`config.mk`:
```
export PLATFORM = sky130hd
export DESIGN_NAME = swss_fifo
export DESIGN_NICKNAME = d
export VERILOG_FILES = /design/src/sv/swss_fifo.sv
export SDC_FILE = /design/constraint.sdc
export NUM_CORES = 1
export LEC_CHECK = 0
export BUFFER_PORTS_ARGS = -buffer_cell sky130_fd_sc_hd__buf_2
export CORE_MARGIN = 3
export CORE_UTILIZATION = 45
export CTS_CLUSTER_SIZE = 14
export DETAILED_ROUTE_END_ITERATION = 10
export PLACE_DENSITY = 0.8
export REMOVE_ABC_BUFFERS = 1
export SLEW_MARGIN = 20
export SYNTH_ARGS = -nofsm -noshare
export SYNTH_HDL_FRONTEND = slang
export SYNTH_SLANG_ARGS = --single-unit
```
`constraint.sdc`:
```
create_clock -name clk_i -period 1.8 [get_ports clk_i]
set_input_delay 0.36 -clock clk_i [delete_from_list [all_inputs] [get_ports clk_i]]
set_output_delay 0.36 -clock clk_i [all_outputs]
set_load 0.01 [all_outputs]
```
`src/sv/swss_fifo.sv`:
```
// two-entry job queue between the front and back parts
module swss_fifo #(
  parameter int W = 8
) (
  input  logic         clk_i,
  input  logic         rst_ni,
  input  logic         push_i,
  input  logic [W-1:0] data_i,
  input  logic         pop_i,
  output logic         full_o,
  output logic         valid_o,
  output logic [W-1:0] data_o
);

  logic [W-1:0] slot_q [2];
  logic         rd_q, rd_d, wr_q, wr_d;
  logic [1:0]   cnt_q, cnt_d;

  always_comb begin
    rd_d  = rd_q;
    wr_d  = wr_q;
    cnt_d = cnt_q;
    if (push_i) begin
      wr_d = ~wr_q;
    end
    if (pop_i) begin
      rd_d = ~rd_q;
    end
    if (push_i && !pop_i) begin
      cnt_d = cnt_q + 2'd1;
    end else if (pop_i && !push_i) begin
      cnt_d = cnt_q - 2'd1;
    end
  end

  always_ff @(posedge clk_i or negedge rst_ni) begin
    if (!rst_ni) begin
      rd_q  <= 1'b0;
      wr_q  <= 1'b0;
      cnt_q <= 2'd0;
    end else begin
      rd_q  <= rd_d;
      wr_q  <= wr_d;
      cnt_q <= cnt_d;
    end
  end

  always_ff @(posedge clk_i) begin
    if (push_i) begin
      slot_q[wr_q] <= data_i;
    end
  end

  assign full_o  = (cnt_q == 2'd2);
  assign valid_o = (cnt_q != 2'd0);
  assign data_o  = slot_q[rd_q];

endmodule

```
Word level (Yosys, flattened, before mapping)

Memories as Yosys holds them, arrays and structs flattened.
Cells that the tools add are included.

Memories kept: 1
Output and inout port bits: 10
Word-level logic and storage cells: 19
Input port bits: 12
RAM bits: 16
Flip-flop bits (word level): 4

Bitwise logic cells: 2
Reduce and logical (&&, ||, !) cells: 6
Muxes and demuxes: 4
Eq/ne operators: 1
Add/sub/neg operators: 2

Memories:

| name   | words | bits a word | read ports | clocked after Yosys merged registers in | write ports | line | text |
|---|---|---|---|---|---|---|---|
| slot_q | 2     | 8           | 1          | 0                                       | 1           | 15   | `logic [W-1:0] slot_q [2];` |

Operators by type and width:

| operator            | number |
|---|---|
| $mux 2              | 2 |
| $reduce_bool 2->1   | 2 |
| $add 2x1->2 const B | 1 |
| $eq 2x2->1 const B  | 1 |
| $logic_and 1x1->1   | 2 |
| $logic_not 1->1     | 2 |
| $mux 1              | 2 |
| $not 1->1           | 2 |
| $sub 2x1->2 const B | 1 |

Longest topological paths before layout

Depth after elaboration: 4
Mapped depth: 5
Gate-level depth less buffers: 5

Worst setup path before layout

OpenSTA, ideal clock, no wires.

Path kind: flip-flop to output port
Start: register rd_q
End: output port data_o[0]
Stages on the path, launching flop included: 3
Required time: 1440 ps
Path slack: 637 ps
Buffers on the path: 1
Arrival time: 803 ps
Path through: dfrtp_1 > buf_6 > mux2_4

Cells in the longest elaborated chain, start to end: 1

RTL lines:

| element                | line | text |
|---|---|---|
| start, declared        | 16   | `logic rd_q, rd_d, wr_q, wr_d;` |
| start signal, assigned | 42   | `rd_q <= rd_d;` |
| $mem_v2 2x8            | n/a  |  |
| end, declared          | 12   | `output logic [W-1:0] data_o` |

Every way passes these cells.

Worst setup path in the final report

Start: register rd_q
End: output port data_o[6]

Same word-level chain as after synthesis.

==> flow_metrics.env <==
export IMPL_die_area_um2=2328
export IMPL_tightest_slew_ns=0.3802
export IMPL_fill_cells=131
export IMPL_drc=0
export IMPL_cap_violations=0
export IMPL_drv_slew=0
export IMPL_crit_start="rd_q"
export IMPL_syn_cell_area_um2=803.3
export IMPL_rows=14
export IMPL_area_delta_synth_final_pct=24.30
export IMPL_cts_tree="built"
export IMPL_cts_sinks=20
export IMPL_die_w_um=48.25
export IMPL_insertedDiodeCount=0
export IMPL_cp_start_kind="register"
export IMPL_r2r_cells=2
export IMPL_critPathRequiredTime_ns=1.44
export IMPL_regToRegStartpoint="wr_q"
export IMPL_drt_iter0_markers=9
export IMPL_crit_end="data_o[6]"
export IMPL_ys_ff_latch=20
export IMPL_synth_cells=41
export IMPL_clockBufferDepth=2
export IMPL_clk_latency_ns=0.30
export IMPL_final_cells=91
export IMPL_p_int_mw=1.117
export IMPL_synth_yosys_seq_area_share_pct=72.27
export IMPL_vias=403
export IMPL_drive_gt1_share_pct=53.73
export IMPL_fin_crit_ns=1.672
export IMPL_path_class="register to output pin"
export IMPL_syn_avg_cell_area_um2=19.59
export IMPL_fin_nets=81
export IMPL_gp_congestion=0.6161
export IMPL_hold_path_startpoint="data_i[6]"
export IMPL_mostFrequentLayoutCell="buf_2"
export IMPL_reg2reg_to="slot_q[0][3]"
export IMPL_setup_viol=0
export IMPL_relSlewSlack_pct=74.65
export IMPL_portBuffers=21
export IMPL_synth_warnings=0
export IMPL_status="completed"
export IMPL_htree_levels=1
export IMPL_root_buffer="clkbuf_4"
export IMPL_r2r_setup_slack_ns=0.56
export IMPL_track_usage_pct=11.73
export IMPL_final_hold_violation_count=0
export IMPL_max_freq_ghz=0.5981
export IMPL_yosys_cell_types_count=13
export IMPL_grt_pass1_wl_um=1745
export IMPL_clock_skew_ns=0.009144
export IMPL_routed_wl_um=1160
export IMPL_p_leak_nw=0.4287
export IMPL_rsz0062_at_grt="no"
export IMPL_powerDensity_nw_per_um2=1532
export IMPL_fin_tns_setup_ns=0
export IMPL_switchingPower_mw=0.4124
export IMPL_path_clk_slew_ns=0.11
export IMPL_grt_pass1_vias=390
export IMPL_layout_common_cells="buf_2, edfxtp_1, mux2_4, xor2_1"
export IMPL_worstSetupEndpointType="output pin"
export IMPL_sequentialPowerShare_pct=48.0
export IMPL_dp_cells=86
export IMPL_cts_made_buffers=3
export IMPL_whs_ns=0.2445
export IMPL_die_h_um=48.25
export IMPL_vias_per_cell=4.429
export IMPL_path_max_fanout=9
export IMPL_ir_worst_vdd_v=0.0008963
export IMPL_start_util_pct=50.39
export IMPL_routedWlPerCell_um=12.75
export IMPL_coreArea_um2=1594
export IMPL_grt_overflow=0
export IMPL_comb_power_share_pct=28.8
export IMPL_cts_setup_buffers=0
export IMPL_grt_max_degree=13
export IMPL_cp_arrival_ns=1.31
export IMPL_power_mw=1.530
export IMPL_hp_class="input pin to register"
export IMPL_p_clk_share_pct=23.3
export IMPL_switching_share_pct=26.96
export IMPL_antenna_found_initial=0
export IMPL_dp_hpwl_um=866.1
export IMPL_ios=22
export IMPL_first_pass_iters=4
export IMPL_postRouteAntennaNets=0
export IMPL_finalCritPeriodShare_pct=92.88
==> how the worst min path moves through the flow <==
stage	endpoint	slack (ns)	depth (start not counted)
after floorplan	cnt_q[0]	0.06	0
after CTS	slot_q[0][6]	0.24	1
after global placement	wr_q	0.17	1
after detailed placement	cnt_q[1]	0.17	1
final	slot_q[0][6]	0.24	1
after global routing	slot_q[0][6]	0.22	1
==> final cells by class <==
cell class | count | area, um^2 | area share [%]
clock buffer | 3 | 22.52 | 2.256
sequential | 20 | 581.8 | 58.27
clock inverter | 1 | 30.03 | 3.008
inverter | 1 | 3.754 | 0.3759
timing repair buffer | 23 | 122.6 | 12.28
tap | 24 | 30.03 | 3.008
multi-input combinational | 19 | 207.7 | 20.80
==> timing repair <==
action	4_1_cts	5_1_grt
hold endpoints to repair	4	0
setup endpoints to repair	8	0
hold buffers	1	0
gates resized for setup	1	0
==> sequential cells by signal (all words and copies together), names as in the netlist <==
register and cells:
rd_q 1, slot_q 16, cnt_q 2, wr_q 1
==> layer usage <==
| metal | GRT usage [%] | wire length [um] |
|---|---|---|
| met1 | 14.42 | 497 |
| met2 | 17.71 | 586 |
| met3 | 3.321 | 66 |
| met4 | 8.065 | 10 |
| met5 | 0 | 0 |
==> worst max-delay path, stage by stage (launching register included) <==
cell and delay, ns:
dfrtp_2 0.55, mux2_4 0.33, buf_2 0.14
==> through the flow <==
step	setup WS, ns	util, %	cell area (um^2)
final	0.1281	62.64	998.5
after global routing	0.06042	62.64	998.5
after CTS	0.1013	62.64	998.5
after detailed placement	0.2999	58.63	934.6
after global placement	0.3301	58.63	934.6
after floorplan	0.5133	-	792.0
==> power by group through the flow <==
stage	sequential [mW]	combinational, mW	clock, mW
floorplan	0.718	0.303	0
global placement	0.736	0.433	0
detailed placement	0.745	0.444	0
CTS	0.736	0.448	0.365
global route	0.753	0.480	0.386
finish	0.734	0.440	0.356
==> kinds of logic after synthesis <==
family	Yosys count	synth area share (%)
xor gates and xnor gates	5	5.451
adders and majority gates	1	1.557
buffers and inverters	2	1.869
DFF	20	72.27
muxes	8	14.95
and+or+nand+nor	5	3.895
==> cell usage after synthesis <==
cell type | instances | share of area, %
and2_1 | 1 | 0.78
and2b_2 | 1 | 1.1
buf_6 | 1 | 1.4
dfrtp_1 | 4 | 12
edfxtp_1 | 16 | 60
ha_1 | 1 | 1.6
inv_1 | 1 | 0.47
mux2_4 | 8 | 15
nor2_1 | 1 | 0.47
nor2b_1 | 1 | 0.78
or2_1 | 1 | 0.78
xnor2_1 | 1 | 1.1
xor2_1 | 4 | 4.4
No activity file was read; power rests on OpenSTA's default activity.
