### src/sv/swss_front.sv
// front part: accepts words, tracks message fill and write pointer, queues jobs
module swss_front #(
  parameter int SAMPLE_BITS = 16,
  parameter int HIST        = 384,
  parameter int AW          = 9,
  parameter int FW          = 9
) (
  input  logic                          clk_i,
  input  logic                          rst_ni,
  input  logic                          valid_i,
  output logic                          ready_o,
  input  logic signed [SAMPLE_BITS-1:0] sample_i,
  input  logic                          first_i,
  input  logic                          final_i,
  input  logic [FW-1:0]                 look_i,
  input  logic                          busy_i,
  input  logic [AW-1:0]                 oldest_i,
  input  logic                          full_i,
  output logic                          wr_en_o,
  output logic [AW-1:0]                 wr_addr_o,
  output logic signed [SAMPLE_BITS-1:0] wr_data_o,
  output logic                          push_o,
  output logic [AW+FW:0]                job_o
);

  localparam int SLACK = (2 ** AW) - HIST;

  logic [AW-1:0] head_q, head_d;
  logic [FW-1:0] fill_q, fill_d;
  logic          ended_q, ended_d;
  logic [AW-1:0] lag;
  logic          accept;

  assign lag     = head_q - oldest_i;
  assign ready_o = !full_i && (!busy_i || (32'(lag) < SLACK));
  assign accept  = valid_i && ready_o;

  always_comb begin
    head_d  = head_q;
    fill_d  = fill_q;
    ended_d = ended_q;
    if (accept) begin
      head_d  = head_q + AW'(1);
      ended_d = final_i;
      if (first_i || ended_q) begin
        fill_d = FW'(1);
      end else if (32'(fill_q) < HIST) begin
        fill_d = fill_q + FW'(1);
      end
    end
  end

  always_ff @(posedge clk_i or negedge rst_ni) begin
    if (!rst_ni) begin
      head_q  <= '0;
      fill_q  <= '0;
      ended_q <= 1'b0;
    end else begin
      head_q  <= head_d;
      fill_q  <= fill_d;
      ended_q <= ended_d;
    end
  end

  assign wr_en_o   = accept;
  assign wr_addr_o = head_d;
  assign wr_data_o = sample_i;
  assign push_o    = accept && (fill_d >= look_i);
  assign job_o     = {final_i, fill_d, head_d};

endmodule

### config.mk
export PLATFORM = sky130hd
export DESIGN_NAME = swss_front
export DESIGN_NICKNAME = d
export VERILOG_FILES = /design/src/sv/swss_front.sv
export SDC_FILE = /design/constraint.sdc
export NUM_CORES = 1
export LEC_CHECK = 0
export BUFFER_PORTS_ARGS = -buffer_cell sky130_fd_sc_hd__buf_2
export CAP_MARGIN = 25
export CORE_MARGIN = 2
export CORE_UTILIZATION = 41
export CTS_CLUSTER_DIAMETER = 120
export DETAILED_ROUTE_END_ITERATION = 12
export GPL_ROUTABILITY_DRIVEN = 0
export MAX_ROUTING_LAYER = met4
export PLACE_DENSITY = 0.77
export REMOVE_ABC_BUFFERS = 1
export SYNTH_ARGS = -nofsm -noshare
export SYNTH_HDL_FRONTEND = slang
export SYNTH_SLANG_ARGS = --single-unit
export TNS_END_PERCENT = 50
### constraint.sdc
create_clock -name clk_i -period 4.2 [get_ports clk_i]
set_input_delay 0.63 -clock clk_i [delete_from_list [all_inputs] [get_ports clk_i]]
set_output_delay 0.63 -clock clk_i [all_outputs]
set_load 0.01 [all_outputs]
### After elaboration in Yosys (flattened, before gate mapping)

Index checks and enable logic that the tools add are counted.

* div/mod/pow operators: 0
* bitwise operators: 0
* magnitude comparators: 3
* equality and inequality tests: 0
* shifts and indexed selects: 0
* mux-type cells: 4
* reductions and logical operators: 7
* add/subtract/negate cells: 3
* multipliers: 0

Operators by type and width (count)
* two-way mux 9 bit: 4
* adder 9 x 1 -> 9 bit, second input constant: 2
* greater-or-equal comparator 9 bit: 1
* < comparator 9 x 8 -> 1 bit, second input constant: 1
* < comparator 9 bit, second input constant: 1
* subtractor 9 bit: 1
* logical AND 1 bit: 3
* zero test 1 bit: 2
* logical OR 1 bit: 2

* register bits after elaboration: 19
* RAM bits: 0
* memories: 0
* bits in read-only memories: 0
* input port bits: 41
* output and inout bits: 47
* latch bits: 0
* word-level logic and storage cells: 20

### Longest topological paths before layout

* depth in word-level cells: 8
* depth in mapped cells: 17
* gate-level depth less buffers: 17

### Worst setup path after synthesis

No wires, ideal clock.

* path kind: input to output
* from: input oldest_i[6]
* to: output push_o
* stages on the path: 14
* slack: -245 ps
* path buffers: 0
* required time: 3570 ps
* data arrival time: 3815 ps
* cells stage by stage: inv_1 -> ha_1 -> and3_4 -> a221o_1 -> a31o_1 -> a211oi_4 -> o211ai_4 -> inv_2 -> nand2_2 -> o31ai_1 -> ha_1 -> a2111o_1 -> a31oi_1 -> nor3_1

* word-level cells in the longest chain between the ends: 8

Ends and longest elaborated chain
* from (decl): RTL line 17 `input logic [AW-1:0] oldest_i,`
* subtractor 9 bit: RTL line 34 `assign lag = head_q - oldest_i;`
* < comparator 9 x 8 -> 1 bit: RTL line 35 `assign ready_o = !full_i && (!busy_i || (32'(lag) < SLACK));`
* logical OR 1 bit: RTL line 35
* logical AND 1 bit: RTL line 35
* logical AND 1 bit: RTL line 36 `assign accept = valid_i && ready_o;`
* via wr_en_o: RTL line 19 `output logic wr_en_o,`
* two-way mux 9 bit: RTL line 42 `if (accept) begin`
* via job_o[15]: RTL line 23 `output logic [AW+FW:0] job_o`
* greater-or-equal comparator 9 bit: RTL line 68 `assign push_o = accept && (fill_d >= look_i);`
* logical AND 1 bit: RTL line 68
* to (decl): RTL line 22 `output logic push_o,`

The timed path passes the listed nets, and every way through them passes these cells.

### Worst setup path in the final report

* from: input oldest_i[6]
* to: output push_o

* word-level cells in the longest chain between the ends: 8

Ends and longest elaborated chain (RTL line)
* subtractor 9 bit (*): 34
* < comparator 9 x 8 -> 1 bit (*): 35
* logical OR 1 bit (*): 35
* logical AND 1 bit (*): 35
* logical AND 1 bit (*): 36
* two-way mux 9 bit: 42
* greater-or-equal comparator 9 bit: 68
* logical AND 1 bit (*): 68

Mark *: on every way between the ends. The rest lies on a longest branch, timed or not.

==> impl_metrics.ini <==
[status]
status = finished, violations left
violated_checks = negative setup slack

[clock_network]
clock_tree.buffer_depth = 2
clkLatencyLatePin_ns = 0.26
cts.hold.buffers_added = 0
cts_root_buffer = clkbuf_8
clock_sinks = 19
cts.clk_slew.worst_paths_ns = 0.07
tritoncts = built
h-tree-depth = 1
cts_made_buffers = 3

[synthesis]
yosysSeqAreaShare_pct = 29.5
syn_avg_cell_area_um2 = 8.57
netlist_top_cells_count = buf_4 (26), dfrtp_1 (19), ha_1 (18), inv_1 (18), nand2_1 (15)
synth.cell_area_um2 = 1610
synth_area_leader_cell = dfrtp_1
synth_edf_count = 0
synth_cell_type_count = 39
async_reset_ff_share_pct = 100
ys_warn_count = 0
syn-instance-count = 188
synth_largest_type_area_fraction_pct = 29.5
ys_seq_elements = 19
synthTopCellsByArea = dfrtp_1 (30%), ha_1 (14%), buf_4 (12%), inv_1 (4.2%), nand2_1 (3.5%)
post-synth-top-count-cell = buf_4
ys.flop_type = dfrtp_1

[timing]
fin_skew_ns = 0.00179
report.final.setup_viol = 1
final-max-slew-violation-count = 0
rsz0062_at_grt = true
max_freq_mhz = 238
postLayoutSetupSlackWorst_ns = -0.00864
min_period_over_period_pct = 100
worstMarginPinSlew_ns = 0.523
final.min_clock_period_ns = 4.21
slew-limit-headroom_pct = 65.0
count_of_final_hold_check_violations = 0

[cells_and_area]
drive_above_1_share_pct = 46.6
design.final.nets = 311
diodes = 0
area_growth_pct = 38.2
design_area_final_um2 = 2230
fin_cells = 299

[floorplanning]
die_x_um = 66.7
starting_density_of_the_core_pct = 43.4
floorplan.die_area_um2 = 4450
die_h_um = 66.7
core_box_area_um2 = 3720
io-pin-count = 88
core.rowCount = 22

[setup_path]
worstPathMaxFanout = 4
timing_worst_setup_path_type = primary input to primary output
r2r_start = head_q[5]
timing.critical_path.to_type = primary output
worstPathArrival_ns = 3.58
r2r.worst_path.cells = 11
capture_point_of_the_worst_reg_to_reg_path = head_q[7]
cp-start-kind = primary input
reg2reg_slack_ns = 1.19
critPathRequiredTime_ns = 3.57

[global_route]
antenna_violations_before_repair = 0
grt_pass1_wl_um = 6270
grt_max_degree = 20
globalRouteOverflowTotal = 0
grt_pass1_vias = 1417
grt_util_all_layers_pct = 19.2

[drt]
dr_total_vias = 1541
drt-wirelength-per-cell_um = 13.9
via_to_cell_ratio = 5.15
drtIter0Drc = 37
final_antenna_net_count = 0
drc = 0
drtPass1Iterations = 6
drt-total-wl_um = 4150

[pwr]
power.ir.vdd_worst_v = 0.000198
fin_total_pwr_uw = 809
cellLeakagePower_uw = 0.00119
power-per-cell-area_nw_per_um2 = 363

[placement]
placed_cells_incl_taps = 279
dpl.hpwl_um = 2930
postPlaceCellArea_um2 = 1860
port_buffers = 55
post_placement_setup_slack_ns = -0.203

[min_path]
holdCritPathClass = primary input to asynchronous set/reset pin

[run]
count_of_maximum_capacitance_violations = 0
state kept, by name (all words and copies together), names as in the netlist:
| signal | cells |
|---|---|
| ended_q | 1 |
| head_q | 9 |
| fill_q | 9 |
cells in the final DEF (no fill, tap or decap), types with 3 or more instances in the layout:
cell	instances
xnor2_1	4
buf_4	27
nor2_1	14
a21oi_1	7
buf_6	8
nand3_1	7
o21ai_0	3
nand2_1	15
ha_1	14
dfrtp_1	17
ha_4	4
xor2_1	5
clkbuf_8	3
nand4_1	3
inv_1	15
o21ai_1	4
inv_4	3
a31oi_1	3
buf_2	52
timing repair:
action	in CTS	in global routing
endpoints found under the hold margin	0	0
buffers inserted	13	4
setup endpoints to repair	1	1
pin swaps	23	14
gates resized for setup	36	8
where the power goes:
part           total (uW)  leakage (uW)  internal, uW  switching (uW)
clock                 130     0.0000228          67.7            62.8
sequential            271      0.000246           220            51.4
combinational         407      0.000924           199             208
critical path, stage by stage:
cell and delay (ns):
buf_6 0.10, inv_4 0.04, ha_4 0.18, and3_4 0.18
a221o_1 0.33, a31o_1 0.22, a211oi_4 0.26, o211ai_4 0.16
a31oi_4 0.23, o22ai_2 0.09, ha_1 0.28, nand2b_1 0.16
a21oi_2 0.14, nor2b_1 0.06, o21ai_1 0.11, a21oi_1 0.08
a31oi_1 0.12, nor3_1 0.06, buf_2 0.13
cell type report:
class / instances / area, um2
flip-flops and latches: 19 / 478
clock buffers: 4 / 45.0
well taps: 48 / 60.1
fillers: 342 / 1490
repair buffers: 87 / 553
multi-input cells: 122 / 1010
inverters: 19 / 78.8
worst max path at each step:
stage | cells past startpoint | startpoint | endpoint
after global routing | 19 | oldest_i[6] | push_o
after detailed placement | 16 | oldest_i[6] | push_o
after CTS | 19 | oldest_i[4] | push_o
after global placement | 16 | oldest_i[6] | push_o
after floorplan | 14 | oldest_i[6] | push_o
final | 19 | oldest_i[6] | push_o
cell families after synthesis:
logic type      share of synthesized area, %
simple gates                            15.8
buf+inv                                 17.1
compound gates                          18.2
flops                                   29.5
fa+ha+maj                               14.0
xor+xnor                                5.43
stage by stage:
step | hold WS (ns) | utilization (%) | setup TNS [ns]
5_1_grt | 0.324 | 59.9 | -0.120
4_1_cts | 0.320 | 58.3 | -0.0303
3_5_place_dp | 0.478 | 50.1 | -0.203
3_3_place_gp | 0.474 | 50.1 | -0.173
6_report | 0.296 | 59.9 | -0.00864
2_1_floorplan | 0.334 | - | -0.317
routing by layer:
| metal | up-vias | routed length [um] | global-route usage, % |
|---|---|---|---|
| li1 | 750 | - | - |
| met3 | 4 | 353 | 6.76 |
| met5 | - | 0 | - |
| met4 | 0 | 42 | 6.12 |
| met2 | 69 | 2050 | 32.1 |
| met1 | 718 | 1710 | 21.5 |
(Power assumes the default switching activity.)
